File: config.mk
export PLATFORM = sky130hd
export DESIGN_NAME = binary_glyph_template_matcher
export DESIGN_NICKNAME = d
export VERILOG_FILES = /design/src/rtl/core/bgtm_pkg.sv /design/src/rtl/core/binary_glyph_template_matcher.sv
export SDC_FILE = /design/constraint.sdc
export NUM_CORES = 2
export LEC_CHECK = 0
export CAP_MARGIN = 40
export CORE_MARGIN = 2
export CORE_UTILIZATION = 35
export DETAILED_ROUTE_END_ITERATION = 10
export DONT_BUFFER_PORTS = 1
export PLACE_DENSITY = 0.53
export SLEW_MARGIN = 40
export SYNTH_ARGS = -nofsm -noshare
export SYNTH_HDL_FRONTEND = slang
export SYNTH_MEMORY_MAX_BITS = 65536
export SYNTH_SLANG_ARGS = --single-unit
File: constraint.sdc
create_clock -name clk -period 20.8 [get_ports clk]
set_input_delay 4.16 -clock clk [delete_from_list [all_inputs] [get_ports clk]]
set_output_delay 4.16 -clock clk [all_outputs]
set_load 0.03 [all_outputs]
File: src/rtl/core/bgtm_pkg.sv
`timescale 1ns / 1ps
`default_nettype none
// ----------------------------------------------------------------------------
// Glyph template matcher package
// Shared constants, request and result codes, sequencer states and the
// 66-pixel population count used by the matcher.
// ----------------------------------------------------------------------------
package bgtm_pkg;

  // Table geometry
  localparam int TEMPLATES_DEF = 64;
  localparam int GLYPH_PIXELS  = 66;
  localparam int UPPER_W       = 36;
  localparam int LOWER_W       = 30;
  localparam int SLOT_W        = 6;
  localparam int LABEL_W       = 4;
  localparam int SCORE_W       = 7;
  localparam int GRADE_W       = 3;

  // Stream payload widths (byte padded)
  localparam int IN_DATA_W  = 80;
  localparam int OUT_DATA_W = 16;
  localparam int KIND_W     = 2;

  // Config port
  localparam int CFG_AW = 4;
  localparam int CFG_DW = 32;

  localparam logic [1:0] REG_MIN_SET = 2'd0;
  localparam logic [1:0] REG_LEARN   = 2'd1;
  localparam logic [1:0] REG_DOUBT   = 2'd2;

  localparam logic [SCORE_W-1:0] MIN_SET_RST = 7'd10;
  localparam logic [SCORE_W-1:0] LEARN_RST   = 7'd56;
  localparam logic [SCORE_W-1:0] DOUBT_RST   = 7'd50;
  localparam logic [SCORE_W-1:0] FULL_SCORE  = 7'd66;

  // Request kinds
  localparam logic [KIND_W-1:0] KIND_LOAD     = 2'd0;
  localparam logic [KIND_W-1:0] KIND_CLASSIFY = 2'd1;
  localparam logic [KIND_W-1:0] KIND_CLEAR    = 2'd2;

  // Result grades
  localparam logic [GRADE_W-1:0] GRADE_EXACT     = 3'd0;
  localparam logic [GRADE_W-1:0] GRADE_LEARNABLE = 3'd1;
  localparam logic [GRADE_W-1:0] GRADE_DOUBTFUL  = 3'd2;
  localparam logic [GRADE_W-1:0] GRADE_REJECTED  = 3'd3;
  localparam logic [GRADE_W-1:0] GRADE_BLANK     = 3'd4;

  // Sequencer states
  typedef enum logic [4:0] {
    ST_CLEAR = 5'b00001,
    ST_IDLE  = 5'b00010,
    ST_LIT   = 5'b00100,
    ST_SCAN  = 5'b01000,
    ST_FIN   = 5'b10000
  } state_t;

  // Lit pixel count of a glyph: per-row counts, then two half sums
  function automatic logic [SCORE_W-1:0] pop66(input logic [GLYPH_PIXELS-1:0] v);
    logic [2:0]         row_cnt [11];
    logic [SCORE_W-1:0] half_a;
    logic [SCORE_W-1:0] half_b;
    for (int r = 0; r < 11; r++) begin
      row_cnt[r] = 3'd0;
      for (int c = 0; c < 6; c++) begin
        row_cnt[r] = row_cnt[r] + 3'(v[r*6+c]);
      end
    end
    half_a = '0;
    half_b = '0;
    for (int r = 0; r < 6; r++) begin
      half_a = half_a + 7'(row_cnt[r]);
    end
    for (int r = 6; r < 11; r++) begin
      half_b = half_b + 7'(row_cnt[r]);
    end
    return half_a + half_b;
  endfunction

endpackage
`default_nettype wire

File: src/rtl/core/binary_glyph_template_matcher.sv
`timescale 1ns / 1ps
`default_nettype none
// ----------------------------------------------------------------------------
// Binary glyph template matcher
// Nearest-template digit recognition over 11x6 binary glyphs.
// ----------------------------------------------------------------------------
// Usage:
//   Requests arrive on the s_ stream: s_tuser carries the kind (load, classify,
//   clear), s_tdata the slot, label and 66 pixels. Only classify requests give
//   a result on the m_ stream: grade, matched digit and score. Thresholds are
//   to be written over the APB-style port while the block is idle (unchecked).
// Sequence:
//   A load is written as it is taken. A clear sweeps the template memory, one
//   slot a cycle. A classify result comes from a lit count, then each slot in
//   turn through the shared popcount and compare unit (one memory read port),
//   then a grade step; a blank glyph skips the slots. s_tready is low
//   throughout, so one classify holds the input until its result is in the
//   output register.
// Reset:
//   After reset the same clearing pass runs before the first request is
//   taken; thresholds return to 10 / 56 / 50.
// Stalls:
//   The result waits in an output register; a new request is taken while it
//   waits, and the next result holds in the grade step until it is taken.
// ----------------------------------------------------------------------------
module binary_glyph_template_matcher
  import bgtm_pkg::*;
#(
  parameter int TEMPLATES = TEMPLATES_DEF
) (
  input  wire                    clk,
  input  wire                    rst,
  // request stream
  input  wire                    s_tvalid,
  output logic                   s_tready,
  input  wire [IN_DATA_W-1:0]    s_tdata,   // template_slot, template_label,
                                            // pixels_upper, pixels_lower, pad
  input  wire [KIND_W-1:0]       s_tuser,   // kind
  // result stream
  output logic                   m_tvalid,
  input  wire                    m_tready,
  output logic [OUT_DATA_W-1:0]  m_tdata,   // grade, matched_digit,
                                            // match_score, pad
  // config port
  input  wire                    psel,
  input  wire                    penable,
  input  wire                    pwrite,
  input  wire [CFG_AW-1:0]       paddr,
  input  wire [CFG_DW-1:0]       pwdata,
  output logic [CFG_DW-1:0]      prdata,
  output logic                   pready
);

  localparam int AW    = (TEMPLATES > 1) ? $clog2(TEMPLATES) : 1;
  localparam int CW    = ((AW > SLOT_W) ? AW : SLOT_W) + 1;
  localparam int WORD_W = 1 + LABEL_W + GLYPH_PIXELS;
  localparam logic [AW-1:0] TOP_ADDR = AW'(TEMPLATES - 1);

  // Request fields
  logic [SLOT_W-1:0]       in_slot;
  logic [LABEL_W-1:0]      in_label;
  logic [GLYPH_PIXELS-1:0] in_pixels;
  logic                    s_accept;

  assign in_slot   = s_tdata[5:0];
  assign in_label  = s_tdata[9:6];
  assign in_pixels = s_tdata[75:10];   // lower rows above upper rows
  assign s_accept  = s_tvalid && s_tready;

  // Config registers
  logic [SCORE_W-1:0] min_set_pixels;
  logic [SCORE_W-1:0] learn_threshold;
  logic [SCORE_W-1:0] doubt_threshold;
  logic               cfg_we;

  assign pready = 1'b1;
  assign cfg_we = psel && penable && pwrite && pready;

  always_ff @(posedge clk) begin
    if (rst) begin
      min_set_pixels  <= MIN_SET_RST;
      learn_threshold <= LEARN_RST;
      doubt_threshold <= DOUBT_RST;
    end else if (cfg_we) begin
      case (paddr[3:2])
        REG_MIN_SET: min_set_pixels  <= pwdata[SCORE_W-1:0];
        REG_LEARN:   learn_threshold <= pwdata[SCORE_W-1:0];
        REG_DOUBT:   doubt_threshold <= pwdata[SCORE_W-1:0];
        default: ;
      endcase
    end
  end

  always_comb begin
    case (paddr[3:2])
      REG_MIN_SET: prdata = CFG_DW'(min_set_pixels);
      REG_LEARN:   prdata = CFG_DW'(learn_threshold);
      REG_DOUBT:   prdata = CFG_DW'(doubt_threshold);
      default:     prdata = '0;
    endcase
  end

  // Sequencer and datapath registers
  state_t                  state;
  logic [AW-1:0]           scan_addr;
  logic                    last_rd;
  logic [GLYPH_PIXELS-1:0] glyph;
  logic [SCORE_W-1:0]      best;
  logic [LABEL_W-1:0]      digit;
  logic                    found;
  logic                    blank;

  // Template memory: {valid, label, pixels}
  logic [WORD_W-1:0] mem [TEMPLATES];
  logic [WORD_W-1:0] rd_word;
  logic              mem_we;
  logic [AW-1:0]     mem_wa;
  logic [WORD_W-1:0] mem_wd;
  logic [CW-1:0]     slot_ext;
  logic              load_we;

  assign slot_ext = CW'(in_slot);
  assign load_we  = s_accept && (s_tuser == KIND_LOAD) && (slot_ext < CW'(TEMPLATES));
  assign mem_we   = (state == ST_CLEAR) || load_we;
  assign mem_wa   = (state == ST_CLEAR) ? scan_addr : slot_ext[AW-1:0];
  assign mem_wd   = (state == ST_CLEAR) ? '0 : {1'b1, in_label, in_pixels};

  always_ff @(posedge clk) begin
    if (mem_we) begin
      mem[mem_wa] <= mem_wd;
    end
    rd_word <= mem[scan_addr];
  end

  // Shared popcount unit: lit count first, then agreement per slot
  logic                    rd_valid;
  logic [LABEL_W-1:0]      rd_label;
  logic [GLYPH_PIXELS-1:0] rd_pixels;
  logic [GLYPH_PIXELS-1:0] pop_in;
  logic [SCORE_W-1:0]      pop_cnt;

  assign rd_valid  = rd_word[WORD_W-1];
  assign rd_label  = rd_word[GLYPH_PIXELS +: LABEL_W];
  assign rd_pixels = rd_word[GLYPH_PIXELS-1:0];
  assign pop_in    = (state == ST_LIT) ? glyph : ~(glyph ^ rd_pixels);
  assign pop_cnt   = pop66(pop_in);

  // Grading of the final best score
  logic [GRADE_W-1:0] grade;

  always_comb begin
    if (blank) begin
      grade = GRADE_BLANK;
    end else if (!found) begin
      grade = GRADE_REJECTED;
    end else if (best >= FULL_SCORE) begin
      grade = GRADE_EXACT;
    end else if (best > learn_threshold) begin
      grade = GRADE_LEARNABLE;
    end else if (best > doubt_threshold) begin
      grade = GRADE_DOUBTFUL;
    end else begin
      grade = GRADE_REJECTED;
    end
  end

  logic out_free;
  assign out_free = !m_tvalid || m_tready;
  assign s_tready = (state == ST_IDLE);

  // Sequencer
  always_ff @(posedge clk) begin
    if (rst) begin
      state     <= ST_CLEAR;
      scan_addr <= TOP_ADDR;
      last_rd   <= 1'b0;
      found     <= 1'b0;
      blank     <= 1'b0;
    end else begin
      case (state)
        ST_CLEAR: begin
          scan_addr <= scan_addr - 1'b1;
          if (scan_addr == '0) begin
            state <= ST_IDLE;
          end
        end
        ST_IDLE: begin
          if (s_accept) begin
            case (s_tuser)
              KIND_CLASSIFY: begin
                glyph     <= in_pixels;
                best      <= '0;
                digit     <= '0;
                found     <= 1'b0;
                blank     <= 1'b0;
                scan_addr <= TOP_ADDR;
                state     <= ST_LIT;
              end
              KIND_CLEAR: begin
                scan_addr <= TOP_ADDR;
                state     <= ST_CLEAR;
              end
              default: ;
            endcase
          end
        end
        ST_LIT: begin
          // top slot read is issued this cycle
          if (pop_cnt < min_set_pixels) begin
            blank <= 1'b1;
            state <= ST_FIN;
          end else begin
            last_rd   <= (scan_addr == '0);
            scan_addr <= scan_addr - 1'b1;
            state     <= ST_SCAN;
          end
        end
        ST_SCAN: begin
          // first strict maximum from the top wins
          if (rd_valid && (!found || (pop_cnt > best))) begin
            found <= 1'b1;
            best  <= pop_cnt;
            digit <= rd_label;
          end
          if (last_rd) begin
            state <= ST_FIN;
          end else begin
            last_rd   <= (scan_addr == '0);
            scan_addr <= scan_addr - 1'b1;
          end
        end
        ST_FIN: begin
          if (out_free) begin
            state <= ST_IDLE;
          end
        end
        default: state <= ST_IDLE;
      endcase
    end
  end

  // Result valid: raised by the grade step, dropped once taken
  always_ff @(posedge clk) begin
    if (rst) begin
      m_tvalid <= 1'b0;
    end else if ((state == ST_FIN) && out_free) begin
      m_tvalid <= 1'b1;
    end else if (m_tready) begin
      m_tvalid <= 1'b0;
    end
  end

  // Result register
  always_ff @(posedge clk) begin
    if ((state == ST_FIN) && out_free) begin
      m_tdata <= {2'b00, best, digit, grade};
    end
  end

endmodule
`default_nettype wire

==> metrics.md <==
| Metric | Value |
|---|---|
| Worst hold slack | 0.383 ns |
| Most area-hungry cell type in the Yosys netlist | edfxtp_1 |
| DRC | 0 |
| Data arrival, critical path | 11.49 ns |
| DP Worst Slack | 10.42 ns |
| # IOs | 176 |
| Slew Limit Headroom | 35.8% |
| Fmax | 94.6 MHz |
| Vias after detailed routing | 91800 |
| ANT nets after route | 0 |
| Slowest-stage cell, CP | fa_1 |
| Initial antenna violation count | 69 |
| Outcome | finished clean |
| Worst Setup End Kind | register |
| Slew Viols, Final | 0 |
| Synthesized area | 183000 um^2 |
| Synth Instances | 8366 |
| Nets@finish | 8952 |
| Post-synth ARST share | 0% |
| Synthesis-stage register bit count | 4742 |
| CTS tree | yes |
| Post-route clock skew | 0.114 ns |
| # resized after CTS | 0 |
| Mapped Avg Cell Area | 21.9 um^2 |
| Synth Area in Simple Gates | 2.10% |
| Sequential cell area | 141000 um^2 |
| Multi-input gate area | 40200 um^2 |
| Top cells by area, synth | edfxtp_1 (76%), mux4_2 (14%), dfxtp_1 (1.2%) |
| WL/cell | 34.9 um |
| CP Class | register to register |
| Via-to-Cell Ratio | 5.68 |
| Setup TNS Final | 0 ns |
| Post-synthesis mux area share | 15.7% |
| WP buf/inv | 6 |
| Final min period | 10.57 ns |
| Final Hold Fails | 0 |
| DP HPWL | 315000 um |
| RSZ-0062 raised after global routing | no |
| Netlist cell types | 73 |
| Clock network latency to the later pin of the worst-skew pair | 1.07 ns |
| Grt total ovfl | 0 |
| Adder-cell share of the synthesized area | 0.938% |
| Detailed Route WL | 564000 um |
| Pin count of the biggest net entering global routing | 115 |
| Core area | 522000 um^2 |
| Gpl congestion | 0.838 |
| Ys flop type | edfxtp_1 |
| Cell Rows | 265 |
| Fill count | 45600 |
| Final WS setup | 10.23 ns |
| Share of the synthesized area in the top cell type | 75.9% |
| H-tree depth | 5 |
| Leak | 0.0676 uW |
| Number of max-cap violations | 0 |
| Post-route clock period utilization | 50.8% |
| # setup viols final | 0 |
| Clock Path Buffers | 4 |
| Clock transition at the registers of the reported paths | 0.07 ns |
| Die height | 728 um |
| Post-synth EDFFs | 4635 |
| CTS Hold Bufs | 0 |
| Cell family with most CP delay | adder cells |
| First-pass GRT wire length | 769000 um |
| Die width | 728 um |
| Share of cells above drive strength 1 | 26.1% |
| Placed Cells | 15200 |
| I/O Buffers | 0 |
| Register area share after synthesis | 77.0% |
| Clk root buf | clkbuf_16 |
| HP Class | register to register |
| WP data required | 21.73 ns |
| Layout area overhead | 14.4% |
| Fin util | 40.2% |
| First-pass DRT Iterations | 6 |
| Main combinational cell family by area after synthesis | multiplexers |
| Die area | 530000 um^2 |
| Post-synthesis xor/xnor area fraction | 0.334% |
| Worst slew pin tran | 0.960 ns |
| CTS buffer count | 479 |
| Pwr dens | 166 nW/um^2 |
| Worst path most repeated cell | fa_1 |
| Worst path max stage delay | 0.66 ns |
| CP Launch Type | register |
| VDD IR max | 1.59 mV |
| Total global-route track usage | 20.9% |
| Compound-Gate Fraction of Synth Area | 2.26% |
| Finished Layout Cells | 16200 |
| # clock sinks | 4742 |
| Post-CTS setup buffers | 0 |
| Number of global-route vias before repair | 91300 |
| Yosys warns | 0 |
| CP Max Fanout | 37 |
| Initial Util | 35.2% |
| 1st-iter DRT viols | 12100 |
==> synth_stat cells (all sizes together), types with 6 or more instances <==
cell type	n
inv	92
o21ai	71
mux2i	204
xnor2	32
nor2b	75
nand2	322
a311oi	6
a22oi	54
and2	86
o211ai	23
a21o	9
mux2	35
a32oi	45
mux4	1174
buf	256
nand3	42
a21oi	99
nand3b	7
and3	15
a221oi	34
edfxtp	4635
ha	48
nand2b	7
xor2	38
a211oi	70
dfxtp	107
o22ai	61
clkbuf	226
a31oi	74
nor3	18
o21bai	12
o221ai	14
nor2	256
fa	56
==> registers in the layout, summed over array words and instances (netlist names) <==
| register | count |
|---|---|
| best | 7 |
| blank | 1 |
| digit | 4 |
| doubt_threshold | 7 |
| found | 1 |
| glyph | 66 |
| last_rd | 1 |
| learn_threshold | 7 |
| m_tdata | 14 |
| m_tvalid | 1 |
| mem | 4544 |
| min_set_pixels | 7 |
| rd_word | 71 |
| scan_addr | 6 |
| state | 5 |
==> area by class of cell <==
type / instances / share of cell area [%]
inverters: 92 / 0.174
multi-input cells: 3076 / 19.1
repair buffers: 332 / 1.73
clock inverters: 281 / 1.24
flip-flops and latches: 4742 / 67.4
diodes: 74 / 0.0883
well taps: 6942 / 4.14
clock buffers: 612 / 6.12
==> path summary, 6_finish.rpt <==
path / slack [ns] / depth (start not counted) / endpoint / start
setup / recovery: 10.23 / 32 / scan_addr[3] / state[4]
hold / removal: 0.38 / 0 / m_tdata[5] / digit[2]
setup reg to reg: 10.23 / 32 / scan_addr[3] / state[4]
hold reg to reg: 0.38 / 0 / m_tdata[5] / digit[2]
==> metal layers <==
layer	part of all wire (%)	global-route usage (%)	wire (um)
met2	47	33.3	266000
met3	9.2	4.58	51900
met1	40	28.7	226000
met5	0.030	0	171
met4	3.6	6.67	20100
==> logic make-up after synthesis <==
| logic type | Yosys count |
|---|---|
| flip-flops | 4742 |
| multiplexers | 1413 |
| AND/OR/NAND/NOR | 853 |
| AO/OA/AOI/OAI | 608 |
| buffers and inverters | 574 |
| adder cells (fa/ha/maj) | 104 |
| XOR/XNOR | 70 |
| other | 2 |
==> placed cells by master, fill, tap and decap left out, drive strengths merged, types with 74 or more instances in the layout <==
| cell type | Yosys | routed |
|---|---|---|
| a21oi | 99 | 99 |
| a31oi | 74 | 74 |
| and2 | 86 | 86 |
| buf | 256 | 331 |
| clkbuf | 226 | 613 |
| clkinv | 0 | 221 |
| dfxtp | 107 | 107 |
| diode | 0 | 74 |
| edfxtp | 4635 | 4635 |
| inv | 92 | 105 |
| mux2i | 204 | 204 |
| mux4 | 1174 | 1174 |
| nand2 | 322 | 322 |
| nor2 | 256 | 256 |
| nor2b | 75 | 75 |
==> metrics by stage <==
stage	power (uW)	instance area (um^2)
2_1_floorplan	24500	184000
3_3_place_gp	27600	193000
3_5_place_dp	26500	194000
4_1_cts	34900	210000
5_1_grt	36700	210000
6_report	34700	210000
==> worst reg2reg max path: cells and delay by family (launching register included) <==
| kind | cells | cell delay [ns] |
|---|---|---|
| AO/OA/AOI/OAI | 7 | 1.92 |
| flip-flops | 1 | 0.32 |
| XOR/XNOR | 2 | 0.47 |
| buffers and inverters | 6 | 1.32 |
| adder cells (fa/ha/maj) | 11 | 5.17 |
| AND/OR/NAND/NOR | 6 | 1.23 |
==> power breakdown <==
part           internal (uW)  switching, uW  leakage [uW]
registers              11000           93.6        0.0436
clock network           4800           3710       0.00753
logic                   6210           8880        0.0165
Note: power is estimated with default switching activity, not from simulation.
